File: config.mk
export PLATFORM = sky130hd
export DESIGN_NAME = clipped_shape_fill_rasterizer_flat
export DESIGN_NICKNAME = d
export VERILOG_FILES = /design/src/design/csfr_pkg.sv /design/src/design/csfr_intf.sv /design/src/design/csfr_canvas.sv /design/src/design/csfr_span.sv /design/src/design/clipped_shape_fill_rasterizer.sv /design/src/flat_wrapper.sv
export SDC_FILE = /design/constraint.sdc
export NUM_CORES = 2
export LEC_CHECK = 0
export ABC_AREA = 1
export BUFFER_PORTS_ARGS = -buffer_cell sky130_fd_sc_hd__buf_2
export CAP_MARGIN = 15
export CORE_ASPECT_RATIO = 1.25
export CORE_MARGIN = 3
export CORE_UTILIZATION = 40
export CTS_CLUSTER_DIAMETER = 50
export DETAILED_ROUTE_END_ITERATION = 12
export PLACE_DENSITY = 0.54
export SYNTH_ARGS = -nofsm -noshare
export SYNTH_HDL_FRONTEND = slang
export SYNTH_SLANG_ARGS = --single-unit
File: constraint.sdc
create_clock -name clk -period 9.1 [get_ports clk]
set_clock_uncertainty 0.2 [all_clocks]
set_input_delay 1.82 -clock clk [delete_from_list [all_inputs] [get_ports clk]]
set_output_delay 1.82 -clock clk [all_outputs]
set_load 0.1 [all_outputs]
File: src/design/csfr_pkg.sv
// ============================================================================
// Clipped shape fill rasterizer package
// Shared types, command codes and register indexes.
// ============================================================================
`default_nettype none

package csfr_pkg;

  // Internal coordinate width; holds every intermediate span bound.
  localparam int CW = 14;

  // Configuration port.
  localparam int CFG_IDX_W  = 2;
  localparam int CFG_DATA_W = 7;
  localparam logic [CFG_IDX_W-1:0] REG_CANVAS_WIDTH  = 2'd0;
  localparam logic [CFG_IDX_W-1:0] REG_CANVAS_HEIGHT = 2'd1;
  localparam logic [CFG_DATA_W-1:0] CANVAS_SIZE_RESET = 7'd64;

  // Command codes as seen on the input channel.
  localparam logic [2:0] ACT_CLEAR   = 3'd0;
  localparam logic [2:0] ACT_POINT   = 3'd1;
  localparam logic [2:0] ACT_RECT    = 3'd2;
  localparam logic [2:0] ACT_DIAMOND = 3'd3;
  localparam logic [2:0] ACT_READ    = 3'd4;

  // Output row width.
  localparam int ROW_W = 64;

  typedef logic signed [CW-1:0] coord_t;

  // Row operation carried out by the sweep.
  typedef enum logic [2:0] {
    OP_NONE    = 3'd0,
    OP_CLEAR   = 3'd1,
    OP_FILL    = 3'd2,
    OP_DIAMOND = 3'd3,
    OP_READ    = 3'd4
  } op_t;

  // Command context held for the whole sweep.
  typedef struct packed {
    op_t        op;
    coord_t     x_lo;    // left column, or diamond center column
    coord_t     x_hi;    // right column
    coord_t     y_lo;    // bottom row, or diamond center row
    coord_t     y_hi;    // top row
    logic [9:0] radius;
  } span_ctx_t;

  // Per-row control travelling down the row pipeline.
  typedef struct packed {
    logic valid;
    logic wr;
    logic cap;
    logic clr;
  } row_ctl_t;

endpackage

`default_nettype wire

File: src/design/csfr_intf.sv
// ============================================================================
// Clipped shape fill rasterizer channels
// Command, row result and configuration write channels with valid/ready.
// ============================================================================
`default_nettype none

interface csfr_cmd_if;
  logic              valid;
  logic              ready;
  logic [2:0]        action;
  logic signed [10:0] pos_x;
  logic signed [10:0] pos_y;
  logic [9:0]        rect_width;
  logic [9:0]        rect_height;
  logic [9:0]        diamond_radius;

  modport source (output valid, action, pos_x, pos_y, rect_width, rect_height,
                  diamond_radius, input ready);
  modport sink (input valid, action, pos_x, pos_y, rect_width, rect_height,
                diamond_radius, output ready);
endinterface

interface csfr_row_if;
  logic        valid;
  logic        ready;
  logic [63:0] row_bits;

  modport source (output valid, row_bits, input ready);
  modport sink (input valid, row_bits, output ready);
endinterface

interface csfr_cfg_if;
  logic       valid;
  logic       ready;
  logic [1:0] index;
  logic [6:0] data;

  modport source (output valid, index, data, input ready);
  modport sink (input valid, index, data, output ready);
endinterface

`default_nettype wire

File: src/design/csfr_canvas.sv
// ============================================================================
// Canvas row store
// One row per entry, one read and one write port, registered read data.
// ============================================================================
`default_nettype none

module csfr_canvas
  import csfr_pkg::*;
#(
  parameter int MAX_COLUMNS = 64,
  parameter int MAX_ROWS    = 64,
  localparam int RW = $clog2(MAX_ROWS)
) (
  input  wire logic                   clk,
  input  wire logic                   rst,
  input  wire logic [RW-1:0]          rd_addr,
  output      logic [MAX_COLUMNS-1:0] rd_data,
  input  wire logic                   wr_en,
  input  wire logic [RW-1:0]          wr_addr,
  input  wire logic [MAX_COLUMNS-1:0] wr_data
);

  logic [MAX_COLUMNS-1:0] mem [MAX_ROWS];
  logic [MAX_ROWS-1:0]    row_valid;
  logic [MAX_COLUMNS-1:0] mem_q;
  logic                   valid_q;

  // Row storage.
  always_ff @(posedge clk) begin
    if (wr_en) begin
      mem[wr_addr] <= wr_data;
    end
    mem_q <= mem[rd_addr];
  end

  // A row that was never written since reset reads as cleared.
  always_ff @(posedge clk) begin
    if (rst) begin
      row_valid <= '0;
      valid_q   <= 1'b0;
    end else begin
      if (wr_en) begin
        row_valid[wr_addr] <= 1'b1;
      end
      valid_q <= row_valid[rd_addr];
    end
  end

  assign rd_data = valid_q ? mem_q : '0;

endmodule

`default_nettype wire

File: src/design/csfr_span.sv
// ============================================================================
// Row span unit
// Works out, for one row, whether it is written and which columns are set.
// ============================================================================
`default_nettype none

module csfr_span
  import csfr_pkg::*;
#(
  parameter int MAX_COLUMNS = 64,
  parameter int MAX_ROWS    = 64,
  localparam int RW = $clog2(MAX_ROWS)
) (
  input  wire logic                   clk,
  input  wire logic                   rst,
  input  wire logic                   issue,
  input  wire logic [RW-1:0]          row_in,
  input  wire span_ctx_t              ctx,
  input  wire logic [6:0]             cols,
  output      row_ctl_t               ctl,
  output      logic [RW-1:0]          row_out,
  output      logic [MAX_COLUMNS-1:0] mask,
  output      logic                   busy
);

  coord_t   yc;
  coord_t   dy;
  coord_t   dy_abs;
  coord_t   rad;
  coord_t   half;
  coord_t   lo_c;
  coord_t   hi_c;
  row_ctl_t ctl_c;

  row_ctl_t               s1_ctl;
  logic [RW-1:0]          s1_row;
  coord_t                 s1_lo;
  coord_t                 s1_hi;
  logic [MAX_COLUMNS-1:0] mask_c;

  // Row distance and span bounds for the row being issued.
  always_comb begin
    yc     = coord_t'(row_in);
    dy     = yc - ctx.y_lo;
    dy_abs = dy[CW-1] ? -dy : dy;
    rad    = coord_t'(ctx.radius);
    half   = rad - dy_abs;
    lo_c   = ctx.x_lo;
    hi_c   = ctx.x_hi;
    ctl_c  = '{valid: issue, wr: 1'b0, cap: 1'b0, clr: 1'b0};
    unique case (ctx.op)
      OP_CLEAR: begin
        ctl_c.wr  = 1'b1;
        ctl_c.clr = 1'b1;
      end
      OP_FILL: begin
        ctl_c.wr = (yc >= ctx.y_lo) && (yc <= ctx.y_hi);
      end
      OP_DIAMOND: begin
        ctl_c.wr = (dy_abs <= rad);
        lo_c     = ctx.x_lo - half;
        hi_c     = ctx.x_lo + half;
      end
      OP_READ: begin
        ctl_c.cap = 1'b1;
      end
      default: begin
        ctl_c.wr = 1'b0;
      end
    endcase
  end

  // Column mask from the registered bounds, clipped to the columns in use.
  always_comb begin
    for (int i = 0; i < MAX_COLUMNS; i++) begin
      mask_c[i] = (coord_t'(i) >= s1_lo) && (coord_t'(i) <= s1_hi) && (7'(i) < cols);
    end
  end

  // Two pipeline stages: bounds, then mask alongside the memory read.
  always_ff @(posedge clk) begin
    if (rst) begin
      s1_ctl.valid <= 1'b0;
      ctl.valid    <= 1'b0;
    end else begin
      s1_ctl.valid <= ctl_c.valid;
      ctl.valid    <= s1_ctl.valid;
    end
    s1_ctl.wr  <= ctl_c.wr;
    s1_ctl.cap <= ctl_c.cap;
    s1_ctl.clr <= ctl_c.clr;
    s1_row     <= row_in;
    s1_lo      <= lo_c;
    s1_hi      <= hi_c;
    ctl.wr     <= s1_ctl.wr;
    ctl.cap    <= s1_ctl.cap;
    ctl.clr    <= s1_ctl.clr;
    row_out    <= s1_row;
    mask       <= mask_c;
  end

  assign busy = s1_ctl.valid | ctl.valid;

endmodule

`default_nettype wire

File: src/design/clipped_shape_fill_rasterizer.sv
// Sweep: a command sweeps MAX_ROWS rows for clear, the rows in use for point, rectangle
// and diamond, and one row for read; a command with no rows to sweep (zero rectangle,
// zero rows in use, spare action) goes straight to the drain state.
// Commands: a new command is taken only after the previous result has been offered; the
// sweep does one read-modify-write row per cycle.
// Reset: synchronous, active high; sizes return to 64 and rows read as zero via valid bits.
// ============================================================================
// Clipped shape fill rasterizer
// One-bit canvas with clear, point, rectangle, diamond and row read commands.
// ============================================================================
`default_nettype none

module clipped_shape_fill_rasterizer
  import csfr_pkg::*;
#(
  parameter int MAX_COLUMNS = 64,
  parameter int MAX_ROWS    = 64
) (
  input wire logic   clk,
  input wire logic   rst,
  csfr_cmd_if.sink   cmd,
  csfr_row_if.source res,
  csfr_cfg_if.sink   cfg
);

  localparam int RW   = $clog2(MAX_ROWS);
  localparam int CNTW = $clog2(MAX_ROWS + 1);
  localparam int HW   = (CNTW > 7) ? CNTW : 7;

  typedef enum logic [3:0] {
    ST_IDLE  = 4'b0001,
    ST_SWEEP = 4'b0010,
    ST_DRAIN = 4'b0100,
    ST_DONE  = 4'b1000
  } state_t;

  state_t                 state;
  logic [CNTW-1:0]        ycnt;
  logic [CNTW-1:0]        n_iter;
  span_ctx_t              ctx;
  logic                   read_ok;
  logic [RW-1:0]          read_row;
  logic [MAX_COLUMNS-1:0] result;
  logic [6:0]             canvas_width;
  logic [6:0]             canvas_height;

  logic [6:0]             cols_used;
  logic [HW-1:0]          height_ext;
  logic [CNTW-1:0]        rows_used;
  logic [MAX_COLUMNS-1:0] col_mask;
  logic                   accept;

  span_ctx_t              ctx_next;
  logic [CNTW-1:0]        n_iter_next;
  logic                   read_ok_next;
  coord_t                 px;
  coord_t                 py;
  coord_t                 rw;
  coord_t                 rh;

  row_ctl_t               ctl;
  logic [RW-1:0]          row_y;
  logic [MAX_COLUMNS-1:0] mask;
  logic                   busy;
  logic [RW-1:0]          row_issue;
  logic [MAX_COLUMNS-1:0] rd_data;
  logic                   wr_en;
  logic [MAX_COLUMNS-1:0] wr_data;
  logic [RW-1:0]          u_span_row_rd;
  logic [RW-1:0]          s1_row_track;

  // Configuration registers.
  assign cfg.ready = 1'b1;

  always_ff @(posedge clk) begin
    if (rst) begin
      canvas_width  <= CANVAS_SIZE_RESET;
      canvas_height <= CANVAS_SIZE_RESET;
    end else if (cfg.valid) begin
      case (cfg.index)
        REG_CANVAS_WIDTH:  canvas_width  <= cfg.data;
        REG_CANVAS_HEIGHT: canvas_height <= cfg.data;
        default: begin
        end
      endcase
    end
  end

  // Size in use, limited by the store.
  always_comb begin
    cols_used  = (canvas_width > 7'(MAX_COLUMNS)) ? 7'(MAX_COLUMNS) : canvas_width;
    height_ext = HW'(canvas_height);
    rows_used  = CNTW'((height_ext > HW'(MAX_ROWS)) ? HW'(MAX_ROWS) : height_ext);
    for (int i = 0; i < MAX_COLUMNS; i++) begin
      col_mask[i] = (7'(i) < cols_used);
    end
  end

  // Command decode into a sweep context.
  assign cmd.ready = (state == ST_IDLE);
  assign accept    = cmd.valid && cmd.ready;

  always_comb begin
    px           = coord_t'(cmd.pos_x);
    py           = coord_t'(cmd.pos_y);
    rw           = coord_t'(cmd.rect_width);
    rh           = coord_t'(cmd.rect_height);
    ctx_next     = '{op: OP_NONE, x_lo: px, x_hi: px, y_lo: py, y_hi: py,
                     radius: cmd.diamond_radius};
    n_iter_next  = '0;
    read_ok_next = !py[CW-1] && (py < coord_t'(rows_used));
    case (cmd.action)
      ACT_CLEAR: begin
        ctx_next.op = OP_CLEAR;
        n_iter_next = CNTW'(MAX_ROWS);
      end
      ACT_POINT: begin
        ctx_next.op = OP_FILL;
        n_iter_next = rows_used;
      end
      ACT_RECT: begin
        if ((cmd.rect_width != '0) && (cmd.rect_height != '0)) begin
          ctx_next.op   = OP_FILL;
          ctx_next.x_hi = px + rw - coord_t'(1);
          ctx_next.y_hi = py + rh - coord_t'(1);
          n_iter_next   = rows_used;
        end
      end
      ACT_DIAMOND: begin
        ctx_next.op = OP_DIAMOND;
        n_iter_next = rows_used;
      end
      ACT_READ: begin
        ctx_next.op = OP_READ;
        n_iter_next = CNTW'(1);
      end
      default: begin
        ctx_next.op = OP_NONE;
      end
    endcase
  end

  // Sweep sequencer and result register.
  always_ff @(posedge clk) begin
    if (rst) begin
      state     <= ST_IDLE;
      res.valid <= 1'b0;
    end else begin
      if (res.valid && res.ready && (state != ST_DONE)) begin
        res.valid <= 1'b0;
      end
      unique case (state)
        ST_IDLE: begin
          if (accept) begin
            state <= (n_iter_next == '0) ? ST_DRAIN : ST_SWEEP;
          end
        end
        ST_SWEEP: begin
          if (ycnt == n_iter - CNTW'(1)) begin
            state <= ST_DRAIN;
          end
        end
        ST_DRAIN: begin
          if (!busy) begin
            state <= ST_DONE;
          end
        end
        ST_DONE: begin
          if (!res.valid || res.ready) begin
            res.valid <= 1'b1;
            state     <= ST_IDLE;
          end
        end
        default: begin
          state <= ST_IDLE;
        end
      endcase
    end
  end

  // Sweep payload: context, row counter, captured row and output data.
  always_ff @(posedge clk) begin
    if (accept) begin
      ctx      <= ctx_next;
      n_iter   <= n_iter_next;
      read_ok  <= read_ok_next;
      read_row <= cmd.pos_y[RW-1:0];
      ycnt     <= '0;
      result   <= '0;
    end else if (state == ST_SWEEP) begin
      ycnt <= ycnt + CNTW'(1);
    end
    if (ctl.valid && ctl.cap) begin
      result <= read_ok ? (rd_data & col_mask) : '0;
    end
    if ((state == ST_DONE) && (!res.valid || res.ready)) begin
      res.row_bits <= ROW_W'(result);
    end
  end

  assign row_issue = (ctx.op == OP_READ) ? read_row : ycnt[RW-1:0];

  csfr_span #(
    .MAX_COLUMNS(MAX_COLUMNS),
    .MAX_ROWS   (MAX_ROWS)
  ) u_span (
    .clk    (clk),
    .rst    (rst),
    .issue  (state == ST_SWEEP),
    .row_in (row_issue),
    .ctx    (ctx),
    .cols   (cols_used),
    .ctl    (ctl),
    .row_out(row_y),
    .mask   (mask),
    .busy   (busy)
  );

  // Write back: clear zeroes the row, shapes merge their span into it.
  assign wr_en   = ctl.valid && ctl.wr;
  assign wr_data = ctl.clr ? '0 : (rd_data | mask);

  csfr_canvas #(
    .MAX_COLUMNS(MAX_COLUMNS),
    .MAX_ROWS   (MAX_ROWS)
  ) u_canvas (
    .clk    (clk),
    .rst    (rst),
    .rd_addr(u_span_row_rd),
    .rd_data(rd_data),
    .wr_en  (wr_en),
    .wr_addr(row_y),
    .wr_data(wr_data)
  );

  // The memory is read one stage ahead of the write, at the stage one row.
  always_ff @(posedge clk) begin
    s1_row_track <= row_issue;
  end

  assign u_span_row_rd = s1_row_track;

endmodule

`default_nettype wire

File: src/flat_wrapper.sv
// flat-port wrapper written by rule: the top's interface ports become plain ports
module clipped_shape_fill_rasterizer_flat import csfr_pkg::*;
#(
  parameter int MAX_COLUMNS = 64,
  parameter int MAX_ROWS    = 64
)
  (clk, rst, cmd_valid, cmd_action, cmd_pos_x, cmd_pos_y, cmd_rect_width, cmd_rect_height, cmd_diamond_radius, cmd_ready, res_valid, res_row_bits, res_ready, cfg_valid, cfg_index, cfg_data, cfg_ready);
  csfr_cmd_if cmd_i ();
  csfr_row_if res_i ();
  csfr_cfg_if cfg_i ();
  input wire logic clk;
  input wire logic rst;
  input wire logic [$bits(cmd_i.valid)-1:0] cmd_valid;
  input wire logic [$bits(cmd_i.action)-1:0] cmd_action;
  input wire logic [$bits(cmd_i.pos_x)-1:0] cmd_pos_x;
  input wire logic [$bits(cmd_i.pos_y)-1:0] cmd_pos_y;
  input wire logic [$bits(cmd_i.rect_width)-1:0] cmd_rect_width;
  input wire logic [$bits(cmd_i.rect_height)-1:0] cmd_rect_height;
  input wire logic [$bits(cmd_i.diamond_radius)-1:0] cmd_diamond_radius;
  output wire logic [$bits(cmd_i.ready)-1:0] cmd_ready;
  output wire logic [$bits(res_i.valid)-1:0] res_valid;
  output wire logic [$bits(res_i.row_bits)-1:0] res_row_bits;
  input wire logic [$bits(res_i.ready)-1:0] res_ready;
  input wire logic [$bits(cfg_i.valid)-1:0] cfg_valid;
  input wire logic [$bits(cfg_i.index)-1:0] cfg_index;
  input wire logic [$bits(cfg_i.data)-1:0] cfg_data;
  output wire logic [$bits(cfg_i.ready)-1:0] cfg_ready;
  assign cmd_i.valid = cmd_valid;
  assign cmd_i.action = cmd_action;
  assign cmd_i.pos_x = cmd_pos_x;
  assign cmd_i.pos_y = cmd_pos_y;
  assign cmd_i.rect_width = cmd_rect_width;
  assign cmd_i.rect_height = cmd_rect_height;
  assign cmd_i.diamond_radius = cmd_diamond_radius;
  assign cmd_ready = cmd_i.ready;
  assign res_valid = res_i.valid;
  assign res_row_bits = res_i.row_bits;
  assign res_i.ready = res_ready;
  assign cfg_i.valid = cfg_valid;
  assign cfg_i.index = cfg_index;
  assign cfg_i.data = cfg_data;
  assign cfg_ready = cfg_i.ready;
  clipped_shape_fill_rasterizer #(.MAX_COLUMNS(MAX_COLUMNS), .MAX_ROWS(MAX_ROWS)) u_core (.clk(clk), .rst(rst), .cmd(cmd_i), .res(res_i), .cfg(cfg_i));
endmodule
Yosys cells after proc, flatten, opt, wreduce, memory -nomap -nowiden
Memories as Yosys holds them, arrays and structs flattened. A register that Yosys moved wholly into a read port is not among the register bits.
Index checks and enable logic that the tools add are counted.
- register bits after elaboration: 408
- bits in latches: 0
- memory bits (writable): 4096
- bits in read-only memories: 0
- input bits: 69
- output and inout port bits: 67
- logic and storage cells: 455
- memories: 1
- add/sub/neg operators: 11
- $mul: 0
- div/mod/pow operators: 0
- order comparisons: 201
- equal/unequal tests: 19
- shifts and indexed selects: 0
- multiplexer cells: 37
- bitwise operators: 4
- reductions and logical operators: 151
- memories (memory ; depth ; width ; read ports ; clocked after Yosys merged registers in ; write ports ; line ; RTL):
    u_core.u_canvas.mem ; 64 ; 64 ; 1 ; 1 ; 1 ; csfr_canvas.sv:23 ; logic [MAX_COLUMNS-1:0] mem [MAX_ROWS];
- operator list (kind ; number):
    >= comparator 7 x 14 -> 1 bit (first input constant) ; 32
    less-or-equal comparator 7 x 14 -> 1 bit (first input constant) ; 32
    two-way mux 64 bit ; 5
    >= comparator 6 x 14 -> 1 bit (first input constant) ; 16
    less-or-equal comparator 6 x 14 -> 1 bit (first input constant) ; 16
    less-than comparator 6 x 7 -> 1 bit (first input constant) ; 32
    logical AND 1 bit ; 138
    OR 64 bit ; 2
    >= comparator 5 x 14 -> 1 bit (first input constant) ; 8
    less-or-equal comparator 5 x 14 -> 1 bit (first input constant) ; 8
    less-than comparator 5 x 7 -> 1 bit (first input constant) ; 16
    two-way mux 14 bit ; 7
    bitwise AND 64 bit ; 1
    >= comparator 4 x 14 -> 1 bit (first input constant) ; 4
    less-or-equal comparator 4 x 14 -> 1 bit (first input constant) ; 4
    less-than comparator 4 x 7 -> 1 bit (first input constant) ; 8
    >= comparator 3 x 14 -> 1 bit (first input constant) ; 2
    less-or-equal comparator 3 x 14 -> 1 bit (first input constant) ; 2
    less-than comparator 3 x 7 -> 1 bit (first input constant) ; 4
    case mux 7 bit (4 select lines) ; 1
    subtractor 11 x 14 -> 14 bit ; 2
    subtractor 14 x 2 -> 14 bit (second input constant) ; 2
    adder 11 x 11 -> 12 bit ; 2
    two-way mux 7 bit ; 3
    other kinds (51) ; 76

Logic depth before layout (Yosys ltp)
- depth after elaboration: 8
- gate-level depth with buffers: 43
- mapped depth without buffers: 43

Modules after synthesis
From an unflattened synthesis, not the netlist that was laid out.
- cells, all modules: 16003
- area total of the unflattened synthesis: 185949.6 um^2
- modules (own cells, without submodules) (module ; instances ; cells an instance ; area each (um^2) ; sequential area each (um^2)):
    csfr_canvas ; 1 ; 13786 ; 167361.8 ; 125580.4
    clipped_shape_fill_rasterizer ; 1 ; 1092 ; 10948.0 ; 6556.3
    csfr_span ; 1 ; 1125 ; 7639.8 ; 2242.2

Worst setup path before layout
No wires, ideal clock.
- path type: register to register
- start point: reg u_core.state[3]
- end point: reg u_core.result[0], enable pin
- setup time: 0.424 ns
- data arrival time: 8.097 ns
- data required time: 8.476 ns
- path slack: 0.380 ns
- stages on the path, launching flop included: 8
- buffers on the path: 0
- clock period less this slack: 8.720 ns
- cells stage by stage: dfxtp_1 nor2_1 inv_1 nor3_1 inv_1 nor2_1 inv_1 nand2_1
- cells in the longest elaborated chain, start to end: 3
- ends and longest elaborated chain (element ; line ; RTL):
    from (decl) ; clipped_shape_fill_rasterizer.sv:37 ; state_t state;
    from (signal assigned) ; clipped_shape_fill_rasterizer.sv:155 ; state <= (n_iter_next == '0) ? ST_DRAIN : ST_SWEEP;
    equality test 4 x 1 -> 1 bit ; clipped_shape_fill_rasterizer.sv:100 ; assign cmd.ready = (state == ST_IDLE);
    via cmd_ready ; flat_wrapper.sv:20 ; output wire logic [$bits(cmd_i.ready)-1:0] cmd_ready;
    logical AND 1 bit ; clipped_shape_fill_rasterizer.sv:101 ; assign accept = cmd.valid && cmd.ready;
    via u_core.accept ; clipped_shape_fill_rasterizer.sv:51 ; logic accept;
    nonzero test 2 bit (no source line) ; - ;
    to (signal assigned) ; clipped_shape_fill_rasterizer.sv:194 ; result <= read_ok ? (rd_data & col_mask) : '0;
    to (decl) ; clipped_shape_fill_rasterizer.sv:43 ; logic [MAX_COLUMNS-1:0] result;
The timed path passes the listed nets, and every way through them passes these cells.
A chain may end at the register's enable or synchronous reset.

Worst setup path in the final report
- start point: reg u_core.ctx[67] (netlist name)
- end point: reg u_core.u_span.s1_hi[13]
- cells in the longest elaborated chain, start to end: 8
- elaborated cells on any way between the ends: 9
- those cells by class: 4 x add/sub; 2 x eq/ne; 3 x mux
- ends and longest elaborated chain (element ; line ; RTL):
    equality test 3 bit ; clipped_shape_fill_rasterizer.sv:201 ; assign row_issue = (ctx.op == OP_READ) ? read_row : ycnt[RW-1:0];
    two-way mux 6 bit ; clipped_shape_fill_rasterizer.sv:201 ;
    subtractor 7 x 11 -> 12 bit ; csfr_span.sv:44 ; dy = yc - ctx.y_lo;
    negation 14 bit ; csfr_span.sv:45 ; dy_abs = dy[CW-1] ? -dy : dy;
    two-way mux 14 bit ; csfr_span.sv:45 ;
    subtractor 11 x 14 -> 14 bit ; csfr_span.sv:47 ; half = rad - dy_abs;
    adder 11 x 14 -> 14 bit ; csfr_span.sv:62 ; hi_c = ctx.x_lo + half;
    two-way mux 14 bit (*) ; csfr_span.sv:51 ; unique case (ctx.op)
    via u_core.u_span.hi_c[13] ; csfr_span.sv:32 ; coord_t hi_c;
    to (signal assigned) ; csfr_span.sv:94 ; s1_hi <= hi_c;
    to (decl) ; csfr_span.sv:38 ; coord_t s1_hi;
Mark *: on every way through the listed nets, which the timed path passes. The rest lies on a longest branch.

==> results.txt <==
----------------------------------------------------
[Status]
  Result of the run ... finished, final reports clean

[Clock tree]
  Setup Fix Bufs, Post-CTS ... 0
  H-Tree Depth ... 5
  Maximum buffer depth of the clock tree ... 4
  Number of buffers added by the clock tree synthesis step ... between 400 and 500
  Clk sinks ... roughly 4600
  Number of hold buffers added after cts ... 0
  Count of instances resized after the clock tree is built ... 0
  Clock latency at the later pin of the worst-skew pair ... 1070 ps
  Clock root cell ... sky130_fd_sc_hd__clkbuf_16
  Clock edge transition at the registers on the reported setup and hold paths ... around 70 ps
  CTS tree ... done

[Power and ir drop]
  Power density normalized to cell area ... 269.3 mW/mm2
  Static leakage ... 67.13 nW
  Largest voltage drop on the vdd net ... roughly 0.20 mV

[Layout]
  Net count reported at finish ... 14479
  Post-layout utilization of the core ... 45.36%
  Post-Layout Cell Count ... 20679
  Layout cells sized above 1 ... 8.905%
  Synth-to-layout area growth ... 12.77%

[Setup path]
  CP Max Fanout ... 10
  Slowest cell on the critical path ... sky130_fd_sc_hd__nor3_1
  Largest stage delay on the critical path ... approximately 800 ps
  CP startpoint kind ... flip-flop
  Required arrival time at the worst endpoint ... 9830 ps
  Most frequent cell on the critical path ... sky130_fd_sc_hd__nand2_1
  Critical Path End Type ... flip-flop
  Category of the critical setup timing path ... flip-flop to flip-flop
  Cell family with most CP delay ... simple AND/OR/NAND/NOR gates
  Arrival time worst endpoint ... roughly 7800 ps
  Number of buffer and inverter stages on the critical path ... 4

[Hold path]
  Type of the tightest min-delay check ... flip-flop to flip-flop

[Global route]
  Remaining global-route overflow ... 0
  Wire length of the first global-routing pass ... slightly below 900 mm
  Total Routing Usage GR ... 26.26%
  Antenna violations before repair ... 20
  Number of global-route vias before repair ... around 110k
  Largest net degree at the start of global routing ... 209

[Floorplanning]
  Initial core utilization ... 40.22%
  Row Count ... ~280
  Core region area ... approximately 0.45 mm2
  Height of the chip ... around 760 um
  Die outline area ... ~0.46 mm2
  # IOs ... between 100 and 150
  Die W ... just over 600 um

[Route]
  Number of routed nets with antenna violations ... 0
  First DRT Iteration DRCs ... around 15000
  Total iterations of the first detailed-routing run ... 8
  Via density per instance ... 5.962
  Drt wl/cell ... 30.29 um
  Via count of the routed design ... 123298
  Number of design rule violations left after detail routing ... 0
  Wire length reported by the detailed router ... between 600 and 700 mm

[Synthesis]
  Number of storage elements in the synthesis netlist ... 4562
  Most frequent cells after synthesis ... sky130_fd_sc_hd__edfxtp_1, sky130_fd_sc_hd__nor2_1, sky130_fd_sc_hd__o21ai_0
  Ys async rst share ... 0%
  Number of different library cells in the post-synthesis netlist ... roughly 60
  Count of synthesis-stage warnings from yosys ... 0
  Syn Area/Cell ... ~13 um2
  Portion of synthesized cell area occupied by the leading cell type ... a little under three quarters
  Primary flip-flop cell chosen by synthesis mapping ... sky130_fd_sc_hd__edfxtp_1
  Cells after Synth ... 14363
  Cell accounting for the most synthesized area ... sky130_fd_sc_hd__edfxtp_1
  EDFF count, synth ... between 4000 and 5000
  Synth area leaders ... sky130_fd_sc_hd__edfxtp_1, sky130_fd_sc_hd__o21ai_0, sky130_fd_sc_hd__nor2_1
  Sequential cell area fraction in the yosys report ... between 70% and 80%
  Synth Net Count ... 14517
  Library cell with the highest instance count after synthesis ... sky130_fd_sc_hd__edfxtp_1
  Netlist area before placement ... roughly 0.18 mm2

[Timing]
  Final max-slew violation count ... 0
  Count of final hold-check violations ... 0
  Slew at the pin with the worst max-slew slack ... between 1000 and 1500 ps
  Min Clock Period, post-route ... slightly above 7000 ps
  Headroom to the max-slew limit ... roughly 18%
  Achievable frequency ... 142.0 MHz
  Final worst path period share ... between 70% and 80%
  Sum of negative setup slack ... 0 ps
  Number of endpoints failing setup at the final stage ... 0
  Setup repair after global routing missed its margin ... no

[Placed design]
  Placer Congestion ... 0.9413
  Sum of net half-perimeters after detailed placement ... roughly 330 mm
  Placed insts ... around 20000
  Count of buffers inserted at the top-level ports ... 134

[Run]
  Number of max-capacitance violations reported ... 0

----------------------------------------------------
layer usage:
| metal | GRT usage [%] | vias up | part of all wire (%) |
|---|---|---|---|
| met5 | 0 | - | 0.0043 |
| met4 | 12.06 | 4 | 5.2 |
| met3 | 4.581 | 1213 | 8.7 |
| met2 | 41.42 | 5643 | 46 |
| met1 | 35.55 | 63336 | 40 |
| li1 | - | 53102 | - |
report_power, final:
group | internal [mW] | total (mW) | switching [mW]
Combinational | 2.58 | 10.3 | 7.76
Sequential | 25.3 | 25.9 | 0.585
Clock | 10.6 | 18.7 | 8.08
area by class of cell:
cell class | count | area [um2]
Antenna cell | 13 | 32.53
Clock buffer | 580 | 12190
Clock inverter | 253 | 2556
Fill cell | 40541 | 245700
Inverter | 299 | 1175
Multi-Input combinational cell | 8527 | 42240
Sequential cell | 4562 | 134300
Tap cell | 5955 | 7451
Timing Repair Buffer | 490 | 3994
state kept, by name, summed over array words and instances, names as in the netlist, 4 cells and up:
name and count:
u_core.canvas_height 7, u_core.canvas_width 7, u_core.ctx 58, u_core.n_iter 7, u_core.read_row 5, u_core.res.row_bits 64
u_core.result 64, u_core.s1_row_track 6, u_core.state 4, u_core.u_canvas.mem 4096, u_core.u_canvas.mem_q 64, u_core.u_canvas.row_valid 64
u_core.u_span.ctl 4, u_core.u_span.mask 64, u_core.u_span.row_out 6, u_core.u_span.s1_ctl 4, u_core.u_span.s1_hi 14, u_core.u_span.s1_lo 14
u_core.ycnt 7
stage by stage:
stage | area, um2 | total power, mW | hold slack [ps] | setup slack (ps)
3_5_place_dp | 188800 | 36.49 | 118.4 | 2092
3_3_place_gp | 188800 | 36.51 | 110.7 | 1934
2_1_floorplan | 180900 | 32.64 | 109.6 | 379.9
5_1_grt | 204000 | 56.98 | 138.5 | 1233
6_report | 204000 | 54.93 | 131.1 | 2057
4_1_cts | 203600 | 55.01 | 133.4 | 2086
logic make-up after synthesis:
logic type | share of synthesized area [%]
xor+xnor | 0.2566
simple gates | 8.401
buf+inv | 2.944
flops | 74.26
compound gates | 13.51
other cells | 0.002073
mux | 0.01107
fa+ha+maj | 0.6129
worst register-to-register path, delay by kind of cell, from the launching register on:
family	cells	cell delay, ps
AOI/OAI and AO/OA	7	1400
xor gates and xnor gates	1	170
adders and majority gates	4	1340
buffers and inverters	4	430
DFF	1	410
and+or+nand+nor	21	2980
final timing paths:
check	startpoint	end	slack [ps]	cells after the start
setup / recovery	u_core.ctx[67]	u_core.u_span.s1_hi[13]	2060	37
hold / removal	u_core.u_span.s1_ctl[1]	u_core.u_span.ctl[1]	130	0
setup reg to reg	u_core.ctx[67]	u_core.u_span.s1_hi[13]	2060	37
hold reg to reg	u_core.u_span.s1_ctl[1]	u_core.u_span.ctl[1]	130	0
cells in the final DEF, fill, tap and decap left out, drive strengths merged, types with 11 or more instances in the layout:
master and instances:
o21ai 2785, nor3 61, a2111oi 11, a211oi 12
a31oi 25, nand2 359, xor2 44, nand4 23
buf 490, clkinvlp 15, nand3 154, diode 13
nor4 16, clkinv 190, edfxtp 4295, ha 79
clkbuf 580, bufinv 41, o32ai 63, nor2 3302
a21oi 208, inv 306, o22ai 1294, dfxtp 267
(Power assumes the default switching activity.)
